$ cat src/design/pcc_pkg.sv
`timescale 1ns / 1ps
`default_nettype none

package pcc_pkg;

  // Register indexes on the configuration port
  typedef enum logic [2:0] {
    REG_DEPTH    = 3'd0,
    REG_PALETTE  = 3'd1,
    REG_GAIN_R   = 3'd2,
    REG_GAIN_G   = 3'd3,
    REG_GAIN_B   = 3'd4,
    REG_CONTRAST = 3'd5,
    REG_BRIGHT   = 3'd6,
    REG_SAT      = 3'd7
  } reg_idx_t;

  localparam int CFG_IDX_W  = 3;
  localparam int CFG_DATA_W = 8;

  localparam logic [7:0] PERCENT_UNITY = 8'd100;

  typedef struct packed {
    logic [1:0] color_depth_mode;
    logic [3:0] palette_limits;
    logic [7:0] gain_red;
    logic [7:0] gain_green;
    logic [7:0] gain_blue;
    logic [7:0] contrast_percent;
    logic [7:0] brightness_percent;
    logic [7:0] saturation_percent;
  } cfg_t;

  typedef struct packed {
    logic [7:0] red_in;
    logic [7:0] green_in;
    logic [7:0] blue_in;
    logic       transparent_in;
  } pix_in_t;

  typedef struct packed {
    logic [7:0] red_out;
    logic [7:0] green_out;
    logic [7:0] blue_out;
    logic       transparent_out;
  } pix_out_t;

  // Request passed from the front to the back through the queue
  typedef struct packed {
    logic [7:0] red;
    logic [7:0] green;
    logic [7:0] blue;
    logic       transparent;
    logic       hsv;
  } item_t;

  localparam int QUEUE_DEPTH = 4;

  // Hue in 1/256 degree
  localparam logic [16:0] HUE_SECTOR = 17'd15360;
  localparam logic [16:0] HUE_120    = 17'd30720;
  localparam logic [16:0] HUE_180    = 17'd46080;
  localparam logic [16:0] HUE_240    = 17'd61440;
  localparam logic [16:0] HUE_300    = 17'd76800;
  localparam logic [16:0] HUE_360    = 17'd92160;

  // Reciprocals for division by constants: floor(x * K >> SH)
  localparam logic [16:0] K_GAIN  = 17'd83887;       // /100
  localparam int          SH_GAIN = 23;
  localparam logic [13:0] K_CON   = 14'd10486;       // /25 (after /8)
  localparam int          SH_CON  = 18;
  localparam logic [23:0] K_BRI   = 24'd10737419;    // /25
  localparam int          SH_BRI  = 28;
  localparam logic [29:0] K_CHR   = 30'd879609303;   // /625
  localparam int          SH_CHR  = 39;
  localparam logic [24:0] K_SEC   = 25'd17895698;    // /15 (after /1024)
  localparam int          SH_SEC  = 28;

endpackage

`default_nettype wire

$ cat src/design/pcc_queue.sv
`timescale 1ns / 1ps
`default_nettype none

module pcc_queue import pcc_pkg::*; #(
  parameter int DEPTH = QUEUE_DEPTH
) (
  input  logic  clk,
  input  logic  rst_n,
  input  logic  push_valid,
  output logic  push_ready,
  input  item_t push_data,
  output logic  pop_valid,
  input  logic  pop_ready,
  output item_t pop_data
);

  localparam int AW = (DEPTH > 1) ? $clog2(DEPTH) : 1;
  localparam int CW = $clog2(DEPTH + 1);

  item_t mem_r [DEPTH];
  logic [AW-1:0] wr_r, rd_r;
  logic [CW-1:0] cnt_r;
  logic do_push, do_pop;

  assign push_ready = (cnt_r != CW'(DEPTH));
  assign pop_valid  = (cnt_r != '0);
  assign pop_data   = mem_r[rd_r];
  assign do_push    = push_valid && push_ready;
  assign do_pop     = pop_valid && pop_ready;

  always_ff @(posedge clk) begin
    if (!rst_n) begin
      wr_r  <= '0;
      rd_r  <= '0;
      cnt_r <= '0;
    end else begin
      if (do_push) begin
        wr_r <= (wr_r == AW'(DEPTH - 1)) ? '0 : wr_r + AW'(1);
      end
      if (do_pop) begin
        rd_r <= (rd_r == AW'(DEPTH - 1)) ? '0 : rd_r + AW'(1);
      end
      if (do_push && !do_pop) begin
        cnt_r <= cnt_r + CW'(1);
      end else if (do_pop && !do_push) begin
        cnt_r <= cnt_r - CW'(1);
      end
    end
  end

  always_ff @(posedge clk) begin
    if (do_push) begin
      mem_r[wr_r] <= push_data;
    end
  end

endmodule

`default_nettype wire

$ cat config.mk
export PLATFORM = sky130hd
export DESIGN_NAME = pcc_queue
export DESIGN_NICKNAME = d
export VERILOG_FILES = /design/src/design/pcc_pkg.sv /design/src/design/pcc_queue.sv
export SDC_FILE = /design/constraint.sdc
export NUM_CORES = 1
export LEC_CHECK = 0
export CAP_MARGIN = 5
export CORE_MARGIN = 2
export CORE_UTILIZATION = 59
export CTS_BUF_LIST = sky130_fd_sc_hd__clkbuf_4 sky130_fd_sc_hd__clkbuf_8
export DETAILED_ROUTE_END_ITERATION = 8
export DONT_BUFFER_PORTS = 1
export PLACE_DENSITY = 0.87
export SYNTH_ARGS = -nofsm -noshare
export SYNTH_HDL_FRONTEND = slang
export SYNTH_SLANG_ARGS = --single-unit
$ cat constraint.sdc
create_clock -name clk -period 2.35 [get_ports clk]
set_input_delay 0.1175 -clock clk [delete_from_list [all_inputs] [get_ports clk]]
set_output_delay 0.1175 -clock clk [all_outputs]
set_load 0.005 [all_outputs]
* Word level (Yosys, flattened, before mapping)
Memories as Yosys holds them, arrays and structs flattened. A register that Yosys moved wholly into a read port is not among the register bits.
Index checks and enable logic that the tools add are counted.
** Word-level totals
- Flip-flop bits (word level) :: 7
- Memory bits (writable) :: 104
- Input bits :: 30
- Output and inout port bits :: 28
- Logic and storage cells :: 27
- Memories kept :: 1
** Memory list
- mem_r :: depth 4, bits a word 26, rd ports 1, clocked after Yosys merged registers in 1, write ports 1, RTL line pcc_queue.sv:20 : item_t mem_r [DEPTH];
** Operators by class
- Add/subtract/negate cells :: 4
- Equal/unequal tests :: 3
- Multiplexer cells :: 8
- Reduce and logical (&&, ||, !) cells :: 8
** Operators by type and width (number)
- 2-bit two-way mux :: 4
- 3-bit two-way mux :: 2
- 2-bit by 1-bit adder with 2-bit output, second input constant :: 2
- 2-bit == test, second input constant :: 2
- 1-bit logical AND :: 4
- 3-bit by 1-bit adder with 3-bit output, second input constant :: 1
- 3-bit inequality test, second input constant :: 1
- 3-bit nonzero test :: 1
- 3-bit by 1-bit subtractor with 3-bit output, second input constant :: 1
- 1-bit zero test :: 2
- 1-bit two-way mux :: 2
- 2-bit nonzero test :: 1

* Depth between registers and ports, before layout
- Depth in word-level cells :: 6
- Gate-level depth with buffers :: 9

* Least setup slack after synthesis
OpenSTA, ideal clock, no wires.
- Kind :: register -> register
- Start point :: register cnt_r[0]
- End point :: register cnt_r[2]
- Setup time :: 0.076 ns
- Arrival :: 2.128 ns
- Setup slack :: 0.146 ns
- Cell stages (with the launch flop) :: 8
- Clock period less this slack :: 2.204 ns
- Path through :: dfxtp_1 o31ai_1 ha_1 inv_1 fa_1 xor2_1 or3_2 a21boi_0
** Between the ends
- Word-level cells in the longest chain between the ends :: 5
- Elaborated cells on any way between the ends :: 13
- Classes of those cells :: add/sub (2); eq/ne (1); mux (2); reduce/logical (8)
** Ends and longest elaborated chain
- start: declaration :: RTL line pcc_queue.sv:22 : logic [CW-1:0] cnt_r;
- start signal: assignment :: RTL line pcc_queue.sv:44 : cnt_r <= cnt_r + CW'(1);
- start signal: assignment :: RTL line pcc_queue.sv:46 : cnt_r <= cnt_r - CW'(1);
- branches (longest 5 deep; another with 3-bit by 1-bit subtractor with 3-bit output)
Parallel ways; which one is timed is not known. The select of a mux whose other input is x is not followed.
A chain may end at the register's enable or synchronous reset.

* Final worst setup path
- Start point :: register cnt_r[1]
- End point :: register cnt_r[2]
The elaborated chain is that of the path after synthesis.

==> flow_metrics.tcl <==
set metrics [dict create \
    powerDensity_nw_per_um2 1090 \
    layout_setup_ws_ns 0.131 \
    avgViaCountPerCell 5.57 \
    p_total_mw 5.66 \
    syn2layout_area_growth_pct 22.3 \
    max_freq_mhz 451 \
    r2r_start "cnt_r[1]" \
    cts_root_buffer "clkbuf_8" \
    die_h_um 88.7 \
    wl_per_cell_um 20.1 \
    initial_core_util 0.616 \
    ys_seq_elements 113 \
    port_buffers 0 \
    rows 30 \
    synth.avg_cell_area_um2 22.6 \
    skew_ns 0.00940 \
    antenna_cells 0 \
    placed_area_um2 4430 \
    crit_path_start "cnt_r[1]" \
    tns_ns 0 \
    core_area_um2 6870 \
    worst-path-max-fanout 5 \
    rrSetupSlack_ns 0.13 \
    grtUsageTotal 0.198 \
    crit_end "cnt_r[2]" \
    clk_latency_ns 0.40 \
    peakVddDrop_v 0.000707 \
    dp_hpwl_um 4360 \
    cap_violations 0 \
    synth_largest_area_cell "edfxtp_1" \
    cts-htree-levels 4 \
    die-area_um2 7870 \
    syn_nets 224 \
    fin_nets 271 \
    routed_wl_um 6910 \
    rsz0062_at_grt "no" \
    critPathCaptureType "flop" \
    antenna_found_initial 0 \
    pre_cts_ws_ns 0.103 \
    dieWidth_um 88.7 \
    hold_viol 0 \
    drtIter0Drc 154 \
    antenna_left 0 \
    synth_ff_type "edfxtp_1" \
    cts_buffers 17 \
    synth_edf_count 104 \
    worstRegToRegCells 7 \
    fin_area_um2 5170 \
    placed_cells 283 \
    grt_pass1_wl_um 10600 \
    drc 0 \
    synthTopCellsByCount "edfxtp_1 (104), mux4_2 (26), dfxtp_1 (9)" \
    relSlewSlack 0.629 \
    slew_violations 0 \
    ios 58 \
    outcome "finished, final reports clean" \
    num_vias 1911 \
    final-setup-viol-count 0 \
    worst_pin_slew_ns 0.556 \
    worstSetupStartpointType "flop" \
    yosysMostFrequentCell "edfxtp_1" \
    grt.overflow.total 0 \
    grt_pass1_vias 2057 \
    p_leak_nw 1.72 \
    yosys-top-cells-area "edfxtp_1 (74%), mux4_2 (14%), dfxtp_1 (4.3%)" \
    drt_first_pass_iters 5 \
    final_cells 343 \
    num-fill-cells 385 \
    yosys_warnings 0 \
    clk_path_buf_depth 2 \
    drive_gt1_frac 0.296 \
    period_minus_slack_ns 2.22 \
    finalCritPeriodShare 0.944 \
    timing.rr.end "cnt_r[2]" \
    crit_arrival_ns 2.55 \
    path_class "flop to flop" \
    hp-class "primary input to flop" \
    crit_required_ns 2.68 \
    syn_inst 187 \
    async_reset_ff_frac 0 \
    seq_area_frac_synth 0.780 \
    place.gp.congestion 0.753 \
    cts_tree "yes" \
    grt_max_degree 27 \
    cts.reportedPaths.clkPinSlew_ns 0.06 \
    clock_sinks 113 \
    syn_area_um2 4230 \
    yosysTopAreaCellShare 0.738 \
    yosysUniqueCellTypes 27 \
]
what timing repair did:
| item | 4_1_cts | 5_1_grt |
|---|---|---|
| endpoints found under the setup margin | 0 | 1 |
| gates resized for setup | 0 | 1 |
| buffers inserted | 0 | 0 |
| endpoints found under the hold margin | 113 | 0 |
| hold buffers | 28 | 0 |
cell families (layout without fill, tap and decap cells):
group	count (synthesis)	in the layout	synth area share
DFF	113	113	0.780
muxes	28	28	0.143
and+or+nand+nor	20	20	0.0278
buffers and inverters	11	71	0.0139
adders and majority gates	7	7	0.0225
AOI/OAI and AO/OA	6	6	0.00828
xor gates and xnor gates	2	2	0.00414
area by class of cell:
cell class / instances / area (um2) / area share
Clock buffer: 19 / 249 / 0.0481
Clock inverter: 13 / 215 / 0.0416
Inverter: 3 / 11.3 / 0.00218
Multi-Input combinational cell: 63 / 871 / 0.168
Sequential cell: 113 / 3310 / 0.639
Tap cell: 96 / 120 / 0.0232
Timing Repair Buffer: 36 / 403 / 0.0779
how the worst min path moves through the flow:
stage / cells past startpoint / slack [ns] / start / to
2_1_floorplan: 0 / 0.22 / push_data[0] / mem_r[0][0]
3_3_place_gp: 0 / 0.22 / push_data[18] / mem_r[2][18]
3_5_place_dp: 0 / 0.22 / push_data[12] / mem_r[1][12]
4_1_cts: 3 / 0.05 / pop_ready / flop
5_1_grt: 3 / 0.08 / pop_ready / flop
6_report: 3 / 0.09 / pop_ready / flop
cells in the final DEF, fill, tap and decap left out, drive strengths merged, types with 2 or more instances in the layout:
master	netlist	routed
edfxtp	104	104
dlygate4sd3	0	28
mux4	26	26
clkbuf	3	19
dfxtp	9	9
buf	5	8
ha	6	6
bufinv	0	6
clkinv	0	6
nand2	5	5
and3	4	4
o21ai	4	4
inv	3	3
or3	2	2
nor2	2	2
nand3	2	2
mux2i	2	2
and2	2	2
flip-flops by register name (all words and copies together), names as in the netlist, named ones only:
register / flops
rd_r: 2
wr_r: 2
mem_r: 104
cnt_r: 3
power breakdown:
part	switching, mW	internal, mW	leakage, nW	total, mW
Clock	0.697	1.38	0.235	2.07
Sequential	0.135	2.45	1.03	2.59
Combinational	0.469	0.530	0.454	0.999
Total	1.30	4.36	1.72	5.66
metrics by stage:
step | hold WS [ns] | utilization
after floorplan | 0.216 | -
after detailed placement | 0.217 | 0.645
final | 0.0864 | 0.753
after global routing | 0.0762 | 0.753
after global placement | 0.217 | 0.645
after CTS | 0.0522 | 0.753
metal layers:
layer	routed length (um)	share of wire	GRT usage	vias up
li1	-	-	-	867
met1	2380	0.34	0.208	949
met2	3890	0.56	0.347	85
met3	565	0.082	0.0756	10
met4	78	0.011	0.0978	0
met5	0	0	0	-
critical path, cell delays in order (launching register included):
cell and delay, ns:
dfxtp_1 0.35, o31ai_1 0.35, ha_1 0.25, inv_1 0.06
fa_1 0.37, xor2_1 0.18, or3_2 0.41, a21boi_0 0.17
No activity file was read; power rests on OpenSTA's default activity.
