## config.mk

```make
export PLATFORM = sky130hd
export DESIGN_NAME = pcc_front
export DESIGN_NICKNAME = d
export VERILOG_FILES = /design/src/design/pcc_pkg.sv /design/src/design/pcc_front.sv
export SDC_FILE = /design/constraint.sdc
export NUM_CORES = 2
export LEC_CHECK = 0
export BUFFER_PORTS_ARGS = -buffer_cell sky130_fd_sc_hd__buf_2
export CORE_MARGIN = 1
export CORE_UTILIZATION = 50
export DETAILED_ROUTE_END_ITERATION = 6
export GPL_TIMING_DRIVEN = 0
export PLACE_DENSITY_LB_ADDON = 0.1
export SLEW_MARGIN = 5
export SYNTH_ARGS = -nofsm -noshare
export SYNTH_HDL_FRONTEND = slang
export SYNTH_SLANG_ARGS = --single-unit
```

## constraint.sdc

```tcl
create_clock -name clk -period 9.32 [get_ports clk]
set_input_delay 0.932 -clock clk [delete_from_list [all_inputs] [get_ports clk]]
set_output_delay 0.932 -clock clk [all_outputs]
set_load 0.005 [all_outputs]
```

## src/design/pcc_pkg.sv

```systemverilog
`timescale 1ns / 1ps
`default_nettype none

package pcc_pkg;

  // Register indexes on the configuration port
  typedef enum logic [2:0] {
    REG_DEPTH    = 3'd0,
    REG_PALETTE  = 3'd1,
    REG_GAIN_R   = 3'd2,
    REG_GAIN_G   = 3'd3,
    REG_GAIN_B   = 3'd4,
    REG_CONTRAST = 3'd5,
    REG_BRIGHT   = 3'd6,
    REG_SAT      = 3'd7
  } reg_idx_t;

  localparam int CFG_IDX_W  = 3;
  localparam int CFG_DATA_W = 8;

  localparam logic [7:0] PERCENT_UNITY = 8'd100;

  typedef struct packed {
    logic [1:0] color_depth_mode;
    logic [3:0] palette_limits;
    logic [7:0] gain_red;
    logic [7:0] gain_green;
    logic [7:0] gain_blue;
    logic [7:0] contrast_percent;
    logic [7:0] brightness_percent;
    logic [7:0] saturation_percent;
  } cfg_t;

  typedef struct packed {
    logic [7:0] red_in;
    logic [7:0] green_in;
    logic [7:0] blue_in;
    logic       transparent_in;
  } pix_in_t;

  typedef struct packed {
    logic [7:0] red_out;
    logic [7:0] green_out;
    logic [7:0] blue_out;
    logic       transparent_out;
  } pix_out_t;

  // Request passed from the front to the back through the queue
  typedef struct packed {
    logic [7:0] red;
    logic [7:0] green;
    logic [7:0] blue;
    logic       transparent;
    logic       hsv;
  } item_t;

  localparam int QUEUE_DEPTH = 4;

  // Hue in 1/256 degree
  localparam logic [16:0] HUE_SECTOR = 17'd15360;
  localparam logic [16:0] HUE_120    = 17'd30720;
  localparam logic [16:0] HUE_180    = 17'd46080;
  localparam logic [16:0] HUE_240    = 17'd61440;
  localparam logic [16:0] HUE_300    = 17'd76800;
  localparam logic [16:0] HUE_360    = 17'd92160;

  // Reciprocals for division by constants: floor(x * K >> SH)
  localparam logic [16:0] K_GAIN  = 17'd83887;       // /100
  localparam int          SH_GAIN = 23;
  localparam logic [13:0] K_CON   = 14'd10486;       // /25 (after /8)
  localparam int          SH_CON  = 18;
  localparam logic [23:0] K_BRI   = 24'd10737419;    // /25
  localparam int          SH_BRI  = 28;
  localparam logic [29:0] K_CHR   = 30'd879609303;   // /625
  localparam int          SH_CHR  = 39;
  localparam logic [24:0] K_SEC   = 25'd17895698;    // /15 (after /1024)
  localparam int          SH_SEC  = 28;

endpackage

`default_nettype wire

```

## src/design/pcc_front.sv

```systemverilog
`timescale 1ns / 1ps
`default_nettype none

module pcc_front import pcc_pkg::*; (
  input  logic    clk,
  input  logic    rst_n,
  input  cfg_t    cfg,
  input  logic    in_valid,
  output logic    in_ready,
  input  pix_in_t in_data,
  output logic    push_valid,
  input  logic    push_ready,
  output item_t   push_data
);

  logic adv;
  logic [5:1] v_r;

  pix_in_t pix1_r, pix2_r, pix3_r, pix4_r, pix5_r;
  logic [15:0] x1_r [3];
  logic [15:0] x1_nxt [3];
  logic [32:0] x2_r [3];
  logic [32:0] x2_nxt [3];
  logic [7:0]  g3_r [3];
  logic [7:0]  g3_nxt [3];
  logic signed [18:0] n4_r [3];
  logic signed [18:0] n4_nxt [3];
  logic [27:0] y5_r [3];
  logic [27:0] y5_nxt [3];
  logic blk4_r, blk5_r;
  logic [7:0] c_val [3];

  assign adv        = !v_r[5] || push_ready;
  assign in_ready   = adv;
  assign push_valid = v_r[5];

  function automatic logic [7:0] quantize(input logic [1:0] mode, input logic [7:0] v);
    case (mode)
      2'd1:    return 8'({4'd0, v[7:4]} * 8'd17);
      2'd2:    return 8'({5'd0, v[7:5]} * 8'd36);
      2'd3:    return 8'({6'd0, v[7:6]} * 8'd85);
      default: return v;
    endcase
  endfunction

  function automatic logic [7:0] or_mask(input logic [1:0] s);
    case (s)
      2'd1:    return 8'h11;
      2'd2:    return 8'h22;
      2'd3:    return 8'h33;
      default: return 8'h00;
    endcase
  endfunction

  function automatic logic [7:0] and_mask(input logic [1:0] s);
    case (s)
      2'd1:    return 8'hEE;
      2'd2:    return 8'hDD;
      2'd3:    return 8'hCC;
      default: return 8'hFF;
    endcase
  endfunction

  always_comb begin
    logic [7:0] chan [3];
    logic [7:0] gain [3];
    logic [7:0] m;
    logic [9:0] gt;
    logic signed [18:0] a;
    logic [9:0] ct;
    chan[0] = in_data.red_in;
    chan[1] = in_data.green_in;
    chan[2] = in_data.blue_in;
    gain[0] = cfg.gain_red;
    gain[1] = cfg.gain_green;
    gain[2] = cfg.gain_blue;
    for (int i = 0; i < 3; i++) begin
      // quantize, mask, scale by gain
      m = (quantize(cfg.color_depth_mode, chan[i]) | or_mask(cfg.palette_limits[1:0]))
          & and_mask(cfg.palette_limits[3:2]);
      x1_nxt[i] = {8'd0, m} * {8'd0, gain[i]};
      x2_nxt[i] = {17'd0, x1_r[i]} * {16'd0, K_GAIN};
      gt = x2_r[i][32:SH_GAIN];
      g3_nxt[i] = (gt > 10'd255) ? 8'hFF : gt[7:0];
      // contrast numerator: (2v - 255) * C + 25500
      a = $signed({10'd0, g3_r[i], 1'b0}) - 19'sd255;
      n4_nxt[i] = 19'(a * $signed({11'd0, cfg.contrast_percent})) + 19'sd25500;
      y5_nxt[i] = (n4_r[i] <= 19'sd0) ? 28'd0 : {14'd0, n4_r[i][16:3]} * {14'd0, K_CON};
      ct = y5_r[i][27:SH_CON];
      c_val[i] = (ct > 10'd255) ? 8'hFF : ct[7:0];
    end
  end

  always_comb begin
    push_data.transparent = pix5_r.transparent_in;
    if (pix5_r.transparent_in) begin
      push_data.red   = pix5_r.red_in;
      push_data.green = pix5_r.green_in;
      push_data.blue  = pix5_r.blue_in;
      push_data.hsv   = 1'b0;
    end else if (blk5_r) begin
      push_data.red   = 8'd0;
      push_data.green = 8'd0;
      push_data.blue  = 8'd0;
      push_data.hsv   = 1'b0;
    end else begin
      push_data.red   = c_val[0];
      push_data.green = c_val[1];
      push_data.blue  = c_val[2];
      push_data.hsv   = (cfg.brightness_percent != PERCENT_UNITY) ||
                        (cfg.saturation_percent != PERCENT_UNITY);
    end
  end

  always_ff @(posedge clk) begin
    if (!rst_n) begin
      v_r <= '0;
    end else if (adv) begin
      v_r <= {v_r[4:1], in_valid};
    end
  end

  always_ff @(posedge clk) begin
    if (adv) begin
      pix1_r <= in_data;
      pix2_r <= pix1_r;
      pix3_r <= pix2_r;
      pix4_r <= pix3_r;
      pix5_r <= pix4_r;
      x1_r   <= x1_nxt;
      x2_r   <= x2_nxt;
      g3_r   <= g3_nxt;
      n4_r   <= n4_nxt;
      y5_r   <= y5_nxt;
      blk4_r <= (g3_r[0] == 8'd0) && (g3_r[1] == 8'd0) && (g3_r[2] == 8'd0);
      blk5_r <= blk4_r;
    end
  end

endmodule

`default_nettype wire

```

* Word level (Yosys, flattened, before mapping)
Cells that the tools add are included.
Storage, ports and cells: input bits 83, register bits 441, output and inout port bits 28, logic and storage cells 111
Cells by class: equality and inequality tests 11, $lt $le $gt $ge 9, add/subtract/negate cells 6, bitwise logic cells 6, muxes and demuxes 12, $mul 21, reduce and logical (&&, ||, !) cells 8
Operators with widths (number):
- 16-bit by 17-bit multiplier with 33-bit output (second input constant) | 3
- 14-bit by 13-bit multiplier with 27-bit output (second input constant) | 3
- 8-bit case mux with 3 select lines | 3
- 10-bit by 8-bit greater-than comparator with 1-bit output (second input constant) | 6
- 19-bit by 16-bit adder with 19-bit output (second input constant) | 3
- 19-bit by 1-bit <= comparator with 1-bit output (second input constant) | 3
- 10-bit by 9-bit multiplier with 19-bit output | 3
- 8-bit by 8-bit multiplier with 16-bit output | 3
- 24-bit two-way mux | 2
- 6-bit case mux with 3 select lines | 2
- 9-bit by 8-bit subtractor with 10-bit output (second input constant) | 3
- 8-bit AND | 3
- 8-bit logical NOT | 3
- 2-bit by 7-bit multiplier with 8-bit output (second input constant) | 3
- 4-bit by 5-bit multiplier with 8-bit output (second input constant) | 3
- 8-bit two-way mux | 3
- 8-bit bitwise OR | 3
- 3-bit by 4-bit multiplier with 6-bit output (second input constant) | 3
- 8-bit by 7-bit != test with 1-bit output (second input constant) | 2
- 2-bit == test (second input constant) | 6
- 2-bit by 1-bit == test with 1-bit output (second input constant) | 3
- 1-bit logical AND | 2
- 1-bit logical OR | 2
- 1-bit two-way mux | 2
- 1-bit logical NOT | 1

* Logic depth before layout (Yosys ltp)
depth after elaboration 5, mapped depth 23

* Least setup slack after synthesis
Ideal clock, no wire load.
path type input to output, start input push_ready, end output in_ready, slack 1.167 ns, data arrival time 7.221 ns, stages on the path 3, path through nor2b_1 clkbuf_1 inv_1
On the way: cells in the longest elaborated chain, start to end 1
Ends and longest elaborated chain:
- start, declared | RTL line pcc_front.sv:12 | input logic push_ready,
- 1-bit logical OR | RTL line pcc_front.sv:33 | assign adv = !v_r[5] || push_ready;
- end, declared | RTL line pcc_front.sv:9 | output logic in_ready,
Every way passes these cells.

==> impl_metrics.py <==
metrics = {
    "clock_network": {
        "postCtsSetupRepairBufs": 0,
        "root_buffer": "clkbuf_16",
        "cts_hold_buffers": 0,
        "clkTransAtPathRegs_ns": 0.06,
        "cts_tree": "yes",
        "cts_buffers": 40,
        "htreeDepth": 2,
        "clockBufferDepth": 3,
        "clock_sinks": 319,
        "cts_resized": 0,
        "clk_latency_ns": 0.59,
    },
    "grt": {
        "grt_antenna_before_repair": 5,
        "grt_use_total_pct": 21.1,
        "grt_max_degree": 121,
        "grt_pass1_vias": 33247,
        "grt-ovfl-total": 0,
        "grt_pass1_wl_um": 172000,
    },
    "timing": {
        "hold_ws_ns": 0.412,
        "maxSlewHeadroom_pct": 18.1,
        "finalHoldViolations": 0,
        "rsz0062_at_grt": "false",
        "period_minus_slack_ns": 7.19,
        "worstMarginPinSlew_ns": 1.23,
        "slew_viol_final": 0,
        "fmax_ghz": 0.139,
        "setup_slack_ns": 2.13,
        "skew_ns": 0.0324,
        "finalSetupViolCount": 0,
        "fin_crit_sh_pct": 77.1,
        "final.setup.tns_ns": 0,
    },
    "yosys": {
        "async_reset_ff_share_pct": 0,
        "synth_fa_ha_area_share_pct": 55.3,
        "synth_compound_area_share_pct": 4.74,
        "synth_xor_xnor_area_share_pct": 2.21,
        "yosysUniqueCellTypes": 65,
        "synthMuxAreaShare_pct": 0.393,
        "ys_seq_elements": 319,
        "ys_seq_area_share_pct": 18.9,
        "synth_top_family_by_area": "adder cells",
        "syn-num-nets": 6546,
        "netlist_area_um2": 50300,
        "synth_edf_count": 314,
        "syn-instance-count": 4720,
        "synthFlopType": "edfxtp_1",
        "synth_warnings": 0,
        "postSynthAreaPerCell_um2": 10.7,
        "synth-simple-area-share_pct": 8.18,
    },
    "finish": {
        "n_fill_cell": 8927,
        "layout-drive-gt1-share_pct": 4.39,
        "final_cell_mix": "inv_1 (1304), ha_1 (939), fa_1 (804), edfxtp_1 (314), and2_1 (196)",
        "fin_nets": 6697,
        "mostFrequentLayoutCell": "inv_1",
        "post_layout_nonfiller_instances": 6189,
        "syn2layout_area_growth_pct": 7.13,
    },
    "die": {
        "fp-row-count": 115,
        "dieArea_um2": 102000,
        "dieHeight_um": 319,
        "die_w_um": 319,
        "coreArea_um2": 99000,
        "pin_count": 111,
        "start_util_pct": 50.8,
    },
    "place": {
        "place.gp.congestion": 0.880,
        "placed_cells": 6116,
        "port_buffers": 107,
        "hpwl_um": 88100,
        "preCtsSetupSlack_ns": 1.72,
    },
    "run": {
        "maxCapViolations": 0,
    },
    "routing": {
        "antenna_left": 0,
        "met1Wirelength_um": 47400,
        "highest_layer": "met5",
        "first_pass_iters": 5,
        "wirelength_um": 101000,
        "wire_per_inst_um": 16.4,
        "wl_met3_um": 5180,
        "drt-initial-drc-count": 1215,
        "vias_per_cell": 5.01,
        "vias": 31034,
        "drc": 0,
        "met2_length_um": 47400,
    },
    "setup_path": {
        "slowest_stage": "a21oi_1",
        "slowest_delay_ns": 0.95,
        "crit_required_ns": 9.69,
        "cp_num_buf_inv": 7,
        "path_cells": "clkbuf_1, buf_1, clkbuf_1, nor2_1, a21oi_1, nor2b_1, fa_1, inv_1, fa_1, inv_1, fa_1, inv_1, fa_1, inv_1, ha_1, a21boi_0, o21ai_0, a21boi_0, o2111ai_1, nand2_1, nor2_1, xnor2_1",
        "crit_type": "in2reg",
        "worst-path-max-fanout": 10,
        "crit_path_start_kind": "primary input",
        "path_delay_family": "adder cells",
        "worstSetupEndpointType": "register",
        "arrival_ns": 7.56,
    },
    "run_status": {
        "status": "finished, final reports clean",
    },
    "worst_hold_path": {
        "hp-class": "reg2reg",
    },
}
-- final cells by class --
cell class / instances / area [um2] / share of cell area (%)
repair buffers: 109 / 591 / 1.10
clock inverters: 24 / 324 / 0.601
clock buffers: 48 / 1050 / 1.95
diodes: 1 / 2.50 / 0.00464
flip-flops and latches: 319 / 9530 / 17.7
well taps: 1287 / 1610 / 2.99
inverters: 1305 / 4910 / 9.10
plain buffers: 59 / 228 / 0.422
multi-input cells: 3037 / 35700 / 66.2
-- Yosys cell counts (32+ instances only) --
| master | number | share of area [%] |
|---|---|---|
| ha_1 | 939 | 23 |
| xor2_1 | 32 | 0.56 |
| a21oi_1 | 103 | 1.0 |
| inv_1 | 1305 | 9.7 |
| nand3_1 | 35 | 0.35 |
| clkbuf_1 | 48 | 0.36 |
| nor2b_1 | 74 | 0.92 |
| nand2_1 | 186 | 1.4 |
| nor2_1 | 150 | 1.1 |
| a21o_1 | 44 | 0.66 |
| edfxtp_1 | 314 | 19 |
| fa_1 | 804 | 32 |
| xnor2_1 | 95 | 1.7 |
| nor3_1 | 32 | 0.32 |
| o21ai_0 | 41 | 0.41 |
| and2_1 | 196 | 2.4 |
-- sequential cells by signal (all words and copies together) (netlist names) --
name	flops
blk4_r	1
blk5_r	1
g3_r	24
n4_r	55
pix1_r	25
pix2_r	25
pix3_r	25
pix4_r	25
pix5_r	24
push_data	1
v_r	5
x1_r	48
x2_r	30
y5_r	30
-- cells by family after synthesis --
| family | after synthesis |
|---|---|
| AOI/OAI and AO/OA | 351 |
| xor gates and xnor gates | 127 |
| adders and majority gates | 1743 |
| buffers and inverters | 1364 |
| DFF | 319 |
| muxes | 19 |
| and+or+nand+nor | 797 |
-- per-stage QoR --
step | util, % | cell area [um2]
after floorplan | - | 50300
after global placement | 53.0 | 52500
after detailed placement | 53.1 | 52500
after CTS | 54.4 | 53900
after global routing | 54.4 | 53900
final | 54.4 | 53900
-- final timing paths --
check,from,endpoint,slack (ns),depth (start not counted)
hold / removal,pix1_r[14],pix2_r[14],0.41,0
hold reg to reg,pix1_r[14],pix2_r[14],0.41,0
setup reg to reg,x1_r[17],x2_r[60],2.49,20
setup / recovery,cfg[52],x1_r[29],2.13,22
-- routing by layer --
| metal | GRT usage, % | vias up |
|---|---|---|
| li1 | - | 15159 |
| met1 | 29.5 | 15322 |
| met2 | 34.8 | 452 |
| met3 | 3.69 | 95 |
| met4 | 3.56 | 6 |
| met5 | 0 | - |
Power is left out: the tool's default activity adds up to more than one toggle a clock period on the data nets, which glitch-free logic cannot reach.
