===== config.mk =====
export PLATFORM = sky130hd
export DESIGN_NAME = pcc_back
export DESIGN_NICKNAME = d
export VERILOG_FILES = /design/src/design/pcc_pkg.sv /design/src/design/pcc_div.sv /design/src/design/pcc_back.sv
export SDC_FILE = /design/constraint.sdc
export NUM_CORES = 2
export LEC_CHECK = 0
export BUFFER_PORTS_ARGS = -buffer_cell sky130_fd_sc_hd__buf_2
export CELL_PAD_IN_SITES_DETAIL_PLACEMENT = 2
export CELL_PAD_IN_SITES_GLOBAL_PLACEMENT = 2
export CORE_MARGIN = 4
export CORE_UTILIZATION = 45
export DETAILED_ROUTE_END_ITERATION = 12
export PLACE_DENSITY_LB_ADDON = 0.05
export SYNTH_ARGS = -nofsm -noshare
export SYNTH_HDL_FRONTEND = slang
export SYNTH_HIERARCHICAL = 1
export SYNTH_SLANG_ARGS = --single-unit

===== constraint.sdc =====
create_clock -name clk -period 44.1 [get_ports clk]
set_input_delay 4.41 -clock clk [delete_from_list [all_inputs] [get_ports clk]]
set_output_delay 4.41 -clock clk [all_outputs]
set_load 0.01 [all_outputs]

===== src/design/pcc_pkg.sv =====
`timescale 1ns / 1ps
`default_nettype none

package pcc_pkg;

  // Register indexes on the configuration port
  typedef enum logic [2:0] {
    REG_DEPTH    = 3'd0,
    REG_PALETTE  = 3'd1,
    REG_GAIN_R   = 3'd2,
    REG_GAIN_G   = 3'd3,
    REG_GAIN_B   = 3'd4,
    REG_CONTRAST = 3'd5,
    REG_BRIGHT   = 3'd6,
    REG_SAT      = 3'd7
  } reg_idx_t;

  localparam int CFG_IDX_W  = 3;
  localparam int CFG_DATA_W = 8;

  localparam logic [7:0] PERCENT_UNITY = 8'd100;

  typedef struct packed {
    logic [1:0] color_depth_mode;
    logic [3:0] palette_limits;
    logic [7:0] gain_red;
    logic [7:0] gain_green;
    logic [7:0] gain_blue;
    logic [7:0] contrast_percent;
    logic [7:0] brightness_percent;
    logic [7:0] saturation_percent;
  } cfg_t;

  typedef struct packed {
    logic [7:0] red_in;
    logic [7:0] green_in;
    logic [7:0] blue_in;
    logic       transparent_in;
  } pix_in_t;

  typedef struct packed {
    logic [7:0] red_out;
    logic [7:0] green_out;
    logic [7:0] blue_out;
    logic       transparent_out;
  } pix_out_t;

  // Request passed from the front to the back through the queue
  typedef struct packed {
    logic [7:0] red;
    logic [7:0] green;
    logic [7:0] blue;
    logic       transparent;
    logic       hsv;
  } item_t;

  localparam int QUEUE_DEPTH = 4;

  // Hue in 1/256 degree
  localparam logic [16:0] HUE_SECTOR = 17'd15360;
  localparam logic [16:0] HUE_120    = 17'd30720;
  localparam logic [16:0] HUE_180    = 17'd46080;
  localparam logic [16:0] HUE_240    = 17'd61440;
  localparam logic [16:0] HUE_300    = 17'd76800;
  localparam logic [16:0] HUE_360    = 17'd92160;

  // Reciprocals for division by constants: floor(x * K >> SH)
  localparam logic [16:0] K_GAIN  = 17'd83887;       // /100
  localparam int          SH_GAIN = 23;
  localparam logic [13:0] K_CON   = 14'd10486;       // /25 (after /8)
  localparam int          SH_CON  = 18;
  localparam logic [23:0] K_BRI   = 24'd10737419;    // /25
  localparam int          SH_BRI  = 28;
  localparam logic [29:0] K_CHR   = 30'd879609303;   // /625
  localparam int          SH_CHR  = 39;
  localparam logic [24:0] K_SEC   = 25'd17895698;    // /15 (after /1024)
  localparam int          SH_SEC  = 28;

endpackage

`default_nettype wire


===== src/design/pcc_div.sv =====
`timescale 1ns / 1ps
`default_nettype none

// Pipelined restoring divider; quotient must fit QW bits.
module pcc_div #(
  parameter int NW  = 22,
  parameter int DW  = 8,
  parameter int QW  = 14,
  parameter int BPS = 2
) (
  input  logic          clk,
  input  logic          en,
  input  logic [NW-1:0] num,
  input  logic [DW-1:0] den,
  output logic [QW-1:0] quo
);

  localparam int ST = QW / BPS;

  logic [DW-1:0] rem_r [ST];
  logic [QW-1:0] low_r [ST];
  logic [QW-1:0] q_r   [ST];
  logic [DW-1:0] den_r [ST];

  for (genvar k = 0; k < ST; k++) begin : g_st
    logic [DW-1:0] rem_i, den_i, rem_o;
    logic [QW-1:0] low_i, q_i, low_o, q_o;

    if (k == 0) begin : g_in
      assign rem_i = num[NW-1:QW];
      assign low_i = num[QW-1:0];
      assign q_i   = '0;
      assign den_i = den;
    end else begin : g_prev
      assign rem_i = rem_r[k-1];
      assign low_i = low_r[k-1];
      assign q_i   = q_r[k-1];
      assign den_i = den_r[k-1];
    end

    always_comb begin
      logic [DW:0] wide;
      rem_o = rem_i;
      low_o = low_i;
      q_o   = q_i;
      for (int b = 0; b < BPS; b++) begin
        wide  = {rem_o, low_o[QW-1]};
        low_o = {low_o[QW-2:0], 1'b0};
        q_o   = {q_o[QW-2:0], 1'b0};
        if (wide >= {1'b0, den_i}) begin
          wide   = wide - {1'b0, den_i};
          q_o[0] = 1'b1;
        end
        rem_o = wide[DW-1:0];
      end
    end

    always_ff @(posedge clk) begin
      if (en) begin
        rem_r[k] <= rem_o;
        low_r[k] <= low_o;
        q_r[k]   <= q_o;
        den_r[k] <= den_i;
      end
    end
  end

  assign quo = q_r[ST-1];

endmodule

`default_nettype wire


===== src/design/pcc_back.sv =====
`timescale 1ns / 1ps
`default_nettype none

module pcc_back import pcc_pkg::*; (
  input  logic     clk,
  input  logic     rst_n,
  input  cfg_t     cfg,
  input  logic     pop_valid,
  output logic     pop_ready,
  input  item_t    pop_data,
  output logic     out_valid,
  input  logic     out_ready,
  output pix_out_t out_data
);

  localparam int NS = 10;

  typedef struct packed {
    item_t              it;
    logic [7:0]         mx;
    logic [7:0]         d;
    logic               neg;
    logic [16:0]        base;
    logic [16:0]        p;
    logic [16:0]        w;
    logic [46:0]        brp;
    logic [24:0]        cd;
    logic [18:0]        bri;
    logic [58:0]        chp;
    logic [19:0]        chroma;
    logic signed [20:0] lo;
    logic [2:0]         sec;
    logic [33:0]        tp;
    logic [48:0]        yp;
  } bk_t;

  logic be;
  logic [NS:1] v_r;
  bk_t st_r   [1:NS];
  bk_t st_nxt [1:NS];
  logic [21:0] dnum_r, dnum_nxt;
  logic [7:0]  dden_r, dden_nxt;
  logic [13:0] quo;
  logic        out_valid_r;
  pix_out_t    out_data_r, out_nxt;

  assign be        = !out_valid_r || out_ready;
  assign pop_ready = be;
  assign out_valid = out_valid_r;
  assign out_data  = out_data_r;

  pcc_div #(.NW(22), .DW(8), .QW(14), .BPS(2)) u_div (
    .clk(clk),
    .en (be),
    .num(dnum_r),
    .den(dden_r),
    .quo(quo)
  );

  function automatic logic [7:0] clamp_fx(input logic signed [21:0] v);
    if (v < 22'sd0) begin
      return 8'd0;
    end else if (v[21:8] > 14'd255) begin
      return 8'hFF;
    end else begin
      return v[15:8];
    end
  endfunction

  always_comb begin
    logic [7:0]  r, g, b, mn, ad;
    logic signed [8:0] diff;
    logic [8:0]  lum;
    logic [16:0] hq, t;
    logic signed [21:0] mid, bri_s, lo_s;
    logic [19:0] m;
    // stage 1: max, min, hue operands, luminance products
    r = pop_data.red;
    g = pop_data.green;
    b = pop_data.blue;
    st_nxt[1] = st_r[1];
    st_nxt[1].it = pop_data;
    st_nxt[1].mx = (r >= g) ? ((r >= b) ? r : b) : ((g >= b) ? g : b);
    mn = (r <= g) ? ((r <= b) ? r : b) : ((g <= b) ? g : b);
    st_nxt[1].d = st_nxt[1].mx - mn;
    if (g == st_nxt[1].mx) begin
      diff = $signed({1'b0, b}) - $signed({1'b0, r});
      st_nxt[1].base = HUE_120;
    end else if (b == st_nxt[1].mx) begin
      diff = $signed({1'b0, r}) - $signed({1'b0, g});
      st_nxt[1].base = HUE_240;
    end else begin
      diff = $signed({1'b0, g}) - $signed({1'b0, b});
      st_nxt[1].base = (b > g) ? HUE_360 : 17'd0;
    end
    st_nxt[1].neg = diff[8];
    ad = diff[8] ? 8'(-diff) : diff[7:0];
    if (st_nxt[1].d == 8'd0) begin
      dnum_nxt = '0;
      dden_nxt = 8'd1;
    end else begin
      dnum_nxt = {14'd0, ad} * 22'(HUE_SECTOR);
      dden_nxt = st_nxt[1].d;
    end
    lum = (cfg.brightness_percent > PERCENT_UNITY) ?
          ({cfg.brightness_percent, 1'b0} - 9'(PERCENT_UNITY)) : {1'b0, cfg.brightness_percent};
    st_nxt[1].p = {8'd0, lum} * {9'd0, st_nxt[1].mx};
    st_nxt[1].w = {8'd0, lum} * {9'd0, cfg.saturation_percent};

    // stage 2: brightness product, chroma base
    st_nxt[2]     = st_r[1];
    st_nxt[2].brp = {24'd0, st_r[1].p, 6'd0} * {23'd0, K_BRI};
    st_nxt[2].cd  = {8'd0, st_r[1].w} * {17'd0, st_r[1].d};

    // stage 3: bri, chroma product
    st_nxt[3]     = st_r[2];
    st_nxt[3].bri = 19'(st_r[2].brp >> SH_BRI);
    st_nxt[3].chp = {30'd0, st_r[2].cd, 4'd0} * {29'd0, K_CHR};

    // stage 4: chroma and low level
    st_nxt[4]        = st_r[3];
    st_nxt[4].chroma = 20'(st_r[3].chp >> SH_CHR);
    st_nxt[4].lo     = $signed({2'b0, st_r[3].bri}) - $signed({1'b0, st_nxt[4].chroma});

    // stages 5 to 8: hold while the divider finishes
    for (int k = 5; k <= 8; k++) begin
      st_nxt[k] = st_r[k-1];
    end

    // stage 9: hue, sector, ramp distance
    st_nxt[9] = st_r[8];
    hq = st_r[8].neg ? (st_r[8].base - {3'd0, quo}) : (st_r[8].base + {3'd0, quo});
    if (hq < HUE_SECTOR) begin
      st_nxt[9].sec = 3'd0;
      t = hq;
    end else if (hq < HUE_120) begin
      st_nxt[9].sec = 3'd1;
      t = HUE_120 - hq;
    end else if (hq < HUE_180) begin
      st_nxt[9].sec = 3'd2;
      t = hq - HUE_120;
    end else if (hq < HUE_240) begin
      st_nxt[9].sec = 3'd3;
      t = HUE_240 - hq;
    end else if (hq < HUE_300) begin
      st_nxt[9].sec = 3'd4;
      t = hq - HUE_240;
    end else begin
      st_nxt[9].sec = 3'd5;
      t = HUE_360 - hq;
    end
    st_nxt[9].tp = {20'd0, t[13:0]} * {14'd0, st_r[8].chroma};

    // stage 10: divide by the sector width
    st_nxt[10]    = st_r[9];
    st_nxt[10].yp = {25'd0, st_r[9].tp[33:10]} * {24'd0, K_SEC};

    // output: rebuild channels per sector and clamp, or pass bypass items through
    m     = 20'(st_r[10].yp >> SH_SEC);
    lo_s  = 22'(st_r[10].lo);
    bri_s = $signed({3'b0, st_r[10].bri});
    mid   = lo_s + $signed({2'b0, m});
    out_nxt.transparent_out = st_r[10].it.transparent;
    if (!st_r[10].it.hsv) begin
      out_nxt.red_out   = st_r[10].it.red;
      out_nxt.green_out = st_r[10].it.green;
      out_nxt.blue_out  = st_r[10].it.blue;
    end else begin
      case (st_r[10].sec)
        3'd0: begin
          out_nxt.red_out   = clamp_fx(bri_s);
          out_nxt.green_out = clamp_fx(mid);
          out_nxt.blue_out  = clamp_fx(lo_s);
        end
        3'd1: begin
          out_nxt.red_out   = clamp_fx(mid);
          out_nxt.green_out = clamp_fx(bri_s);
          out_nxt.blue_out  = clamp_fx(lo_s);
        end
        3'd2: begin
          out_nxt.red_out   = clamp_fx(lo_s);
          out_nxt.green_out = clamp_fx(bri_s);
          out_nxt.blue_out  = clamp_fx(mid);
        end
        3'd3: begin
          out_nxt.red_out   = clamp_fx(lo_s);
          out_nxt.green_out = clamp_fx(mid);
          out_nxt.blue_out  = clamp_fx(bri_s);
        end
        3'd4: begin
          out_nxt.red_out   = clamp_fx(mid);
          out_nxt.green_out = clamp_fx(lo_s);
          out_nxt.blue_out  = clamp_fx(bri_s);
        end
        default: begin
          out_nxt.red_out   = clamp_fx(bri_s);
          out_nxt.green_out = clamp_fx(lo_s);
          out_nxt.blue_out  = clamp_fx(mid);
        end
      endcase
    end
  end

  always_ff @(posedge clk) begin
    if (!rst_n) begin
      v_r         <= '0;
      out_valid_r <= 1'b0;
    end else if (be) begin
      v_r         <= {v_r[NS-1:1], pop_valid};
      out_valid_r <= v_r[NS];
    end
  end

  always_ff @(posedge clk) begin
    if (be) begin
      st_r       <= st_nxt;
      dnum_r     <= dnum_nxt;
      dden_r     <= dden_nxt;
      out_data_r <= out_nxt;
    end
  end

endmodule

`default_nettype wire


After elaboration in Yosys (flattened, before gate mapping)
Memories as Yosys holds them, arrays and structs flattened.
Index checks and enable logic that the tools add are counted.
- add/sub/neg operators: 29
- multipliers: 8
- $lt $le $gt $ge: 32
- equality and inequality tests: 6
- mux-type cells: 59
- reduce and logical (&&, ||, !) cells: 7
- operator list (operator ; count):
    2-to-1 mux 8 bit ; 26
    >= comparator 9 x 8 -> 1 bit ; 14
    case mux 24 bit (5 select lines) ; 1
    subtractor 8 bit ; 15
    2-to-1 mux 14 bit ; 5
    multiplier 25 x 30 -> 55 bit, second input constant ; 1
    multiplier 24 x 24 -> 47 bit, second input constant ; 1
    subtractor 14 bit, first input constant ; 3
    multiplier 17 x 24 -> 41 bit, second input constant ; 1
    < comparator 17 x 16 -> 1 bit, second input constant ; 2
    multiplier 14 x 20 -> 34 bit ; 1
    multiplier 9 x 8 -> 17 bit ; 2
    2-to-1 mux 17 bit ; 2
    > comparator 14 x 8 -> 1 bit, second input constant ; 2
    subtractor 14 bit, second input constant ; 2
    2-to-1 mux 9 bit ; 3
    subtractor 8 x 8 -> 9 bit ; 3
    multiplier 17 x 8 -> 25 bit ; 1
    >= comparator 8 bit ; 3
    less-or-equal comparator 8 bit ; 3
    2-to-1 mux 24 bit ; 1
    adder 21 x 21 -> 22 bit ; 1
    < comparator 22 x 1 -> 1 bit, second input constant ; 1
    < comparator 21 x 1 -> 1 bit, second input constant ; 1
    25 further kinds ; 46
- register bits: 1119
- RAM bits: 294
- bits of input ports: 84
- output and inout port bits: 27
- memories kept: 4
- memories (name ; words ; width ; read ports ; clocked after Yosys merged registers in ; write ports ; RTL line ; source):
    u_div.q_r ; 7 ; 14 ; 7 ; 0 ; 7 ; pcc_div.sv:22 ; logic [QW-1:0] q_r [ST];
    u_div.low_r ; 7 ; 12 ; 6 ; 0 ; 7 ; pcc_div.sv:21 ; logic [QW-1:0] low_r [ST];
    u_div.den_r ; 7 ; 8 ; 6 ; 0 ; 7 ; pcc_div.sv:23 ; logic [DW-1:0] den_r [ST];
    u_div.rem_r ; 7 ; 8 ; 6 ; 0 ; 7 ; pcc_div.sv:20 ; logic [DW-1:0] rem_r [ST];

Longest topological paths before layout
An unclocked memory read counts as a cell.
- depth in word-level cells: 10
- depth in mapped cells: 49
- gate-level depth less buffers: 47

Hierarchy
The synthesis kept the hierarchy.
- by module, submodules not included (module ; times used ; cells each ; area an instance (um^2) ; sequential area each (um^2)):
    pcc_back ; 1 ; 6280 ; 74240.0 ; 25804.7
    pcc_div ; 1 ; 975 ; 11514.8 ; 5825.6

Worst setup path before layout
Ideal clock, no wire load.
- kind: input port to output port
- start point: in out_ready
- end point: out pop_ready
- arrival time: 33.015 ns
- required time: 39.690 ns
- setup slack: 6.675 ns
- stages on the path: 3
- path through: nor2b_1 inv_1 clkbuf_1
- longest elaborated chain between the ends: 1
- ends and longest elaborated chain (item ; RTL line ; source):
    start, declared ; pcc_back.sv:12 ; input logic out_ready,
    logical OR 1 bit ; pcc_back.sv:47 ; assign be = !out_valid_r || out_ready;
    end, declared ; pcc_back.sv:9 ; output logic pop_ready,
Every way passes these cells.

==> flow_metrics.py <==
metrics = {
    "outcome": {
        "status": "finished clean",
    },
    "clocking": {
        "cts.sinks": 1057,
        "cts_setup_buffers": 0,
        "clk_latency_ns": 0.79,
        "cts_root_buf": "clkbuf_16",
        "path_clk_slew_ns": 0.06,
        "h-tree-depth": 3,
        "cts_made_buffers": 119,
        "cts_hold_buf": 0,
        "clk_path_buf_depth": 3,
        "cts_resized": 0,
        "cts_tree": "done",
    },
    "sta": {
        "tightest_slew_ns": 1.262,
        "slew_headroom": 0.1553,
        "drv_slew": 0,
        "setup_viol_count_final": 0,
        "rsz0062_at_grt": "false",
        "finClkSkew_ns": 0.03585,
        "fin_setup_tns_ns": 0,
        "hold_ws_ns": 0.3935,
        "fmax_ghz": 0.07584,
        "finalCritPeriodShare": 0.2990,
        "layout_min_cycle_time_ns": 13.19,
        "hold_viol": 0,
    },
    "logic_synthesis": {
        "ys_warn_count": 6,
        "ys_top_cells_by_count": "inv_1 (1,433), ha_1 (1,063), edfxtp_1 (1,046)",
        "netlist_area_sq_mm": 0.08575,
        "synthArstFlopShare": 0,
        "yosysTopAreaCell": "edfxtp_1",
        "syn-instance-count": 7255,
        "seq_area_frac_synth": 0.3688,
        "synth.avg_cell_area_sq_um": 11.82,
        "ys.flop_type": "edfxtp_1",
        "synth_top_area_frac": 0.3663,
        "synth_cell_type_count": 102,
        "netlist_top_cells_area": "edfxtp_1 (37%), fa_1 (22%), ha_1 (16%), inv_1 (6.3%), nand2_1 (2.0%)",
        "yosys_register_bits": 1057,
        "synth_edf_count": 1046,
        "synth.most_common_cell": "inv_1",
    },
    "global_routing": {
        "grt_pass1_vias": 64310,
        "use_met1": 0.3188,
        "track_usage": 0.2677,
        "grt_pass1_wl_um": 403300,
        "antenna_found_initial": 5,
        "grt_max_degree": 184,
        "use_met3": 0.02810,
        "met2_usage": 0.4924,
        "overflow": 0,
        "top_usage_layer": "met2",
    },
    "floorplan": {
        "core.rowCount": 159,
        "core_region_area_sq_mm": 0.1886,
        "die-area_sq_mm": 0.1976,
        "ioPinCount": 111,
        "initial_core_util": 0.4547,
        "die_width_um": 444.5,
        "die_h_um": 444.5,
    },
    "setup_path": {
        "cp-end-kind": "flip-flop",
        "slowest_delay_ns": 0.94,
        "reg2reg_slack_ns": 32.26,
        "crit_fanout": 19,
        "cp.arrival_ns": 13.72,
        "critical_path.slowest_cell": "o21ai_1",
        "path_common_cell": "a21oi_1",
        "required_ns": 44.63,
        "critical_path_class": "in2reg",
        "start_kind": "input pin",
    },
    "final_layout": {
        "areaGrowthSynthToFinish_pct": 8.619,
        "layout.nets": 9474,
        "n_fill_cell": 18620,
        "final_layout_size_suffix_gt1_frac": 0.05623,
        "post-route-util": 0.4939,
        "stdcell_area_sq_mm": 0.09315,
    },
    "drt": {
        "drc": 0,
        "num_vias": 55040,
        "drt-wirelength-per-cell_um": 26.29,
        "routed_wl_um": 262500,
        "via_per_inst": 5.513,
        "dr.first_iter.drc_count": 2961,
        "ant_nets": 0,
        "first_pass_iters": 5,
    },
    "placed_design": {
        "place_area_sq_mm": 0.08919,
        "place.gp.congestion": 0.9175,
        "io_buffers": 72,
        "hpwl_um": 205700,
    },
    "job": {
        "drv_cap": 0,
    },
    "min_path": {
        "holdCritPathClass": "reg2reg",
    },
}
[critical path: cells and delay by family]
kind | cells | cell delay [ns]
AOI/OAI and AO/OA | 16 | 3.85
and+or+nand+nor | 5 | 1.20
buffers and inverters | 6 | 1.38
xor gates and xnor gates | 1 | 0.08
adders and majority gates | 6 | 2.73
[cells in the final DEF (no fill, tap or decap), drive strengths merged, types with 33 or more instances in the layout]
cell type	synthesis	final
nor3	69	69
nor2b	79	79
o21bai	44	44
o21a	39	39
fa	944	944
a21boi	45	45
edfxtp	1046	1046
a21o	110	110
ha	1063	1063
a21oi	234	234
and2	237	237
nand2b	53	53
nand2	451	451
o21ai	172	172
xor2	87	87
xnor2	187	187
clkinv	0	56
and3	33	33
mux2	61	61
nand3	50	50
clkbuf	102	139
inv	1434	1440
nor2	309	309
buf	16	116
nand4	42	42
[registers in the layout (all words and copies together), names as in the netlist]
register,count
st_nxt,726
st_r,80
u_div/q_r,56
u_div/den_r,48
u_div/rem_r,48
u_div/low_r,42
out_data,25
dnum_r,12
v_r,10
dden_r,8
out_nxt,1
out_valid,1
[metal layers]
layer / wire length [um] / vias to the layer above
met5: 27 / -
met4: 11800 / 4
met3: 8344 / 500
met2: 138000 / 1121
met1: 104300 / 28980
li1: - / 24440
[cells by family (layout without fill, tap and decap cells)]
logic type	after synthesis	in the layout	synth area share
adders and majority gates	2007	2007	0.3755
buffers and inverters	1552	1775	0.06822
and+or+nand+nor	1385	1385	0.07832
DFF	1057	1057	0.3688
AOI/OAI and AO/OA	889	889	0.06963
xor gates and xnor gates	274	274	0.02807
muxes	90	90	0.01140
other	1	13	0.00004373
[layout make-up]
cell class                      count  area (sq um)  share of cell area
Multi-Input combinational cell   4655         48330              0.5189
Sequential cell                  1057         31630              0.3396
Inverter                         1434          5390             0.05787
Tap cell                         2495          3122             0.03351
Clock buffer                      139          3074             0.03300
Clock inverter                     86         877.1            0.009416
Timing Repair Buffer              116         715.7            0.007684
Antenna cell                        3         7.507          0.00008060
[through the flow]
step / setup slack, ns / std cells
2_1_floorplan: 6.675 / 7264
3_3_place_gp: 30.12 / 9757
3_5_place_dp: 29.97 / 9757
4_1_cts: 30.77 / 9982
5_1_grt: 30.18 / 9983
6_report: 30.91 / 9985
[path summary, 6_finish.rpt]
| check | startpoint | endpoint | depth (start not counted) |
|---|---|---|---|
| setup / recovery | pop_data[11] | st_nxt[3278]$_DFFE_PP_ | 34 |
| hold / removal | st_nxt[1980]$_DFFE_PP_ | st_nxt[1609]$_DFFE_PP_ | 0 |
| setup reg to reg | u_div/q_r[6][2]$_DFFE_PP_ | st_nxt[79]$_DFFE_PP_ | 41 |
| hold reg to reg | st_nxt[1980]$_DFFE_PP_ | st_nxt[1609]$_DFFE_PP_ | 0 |
Power is not shown: default switching activity piles up to over one toggle a cycle in this logic, so the estimate is an artifact.
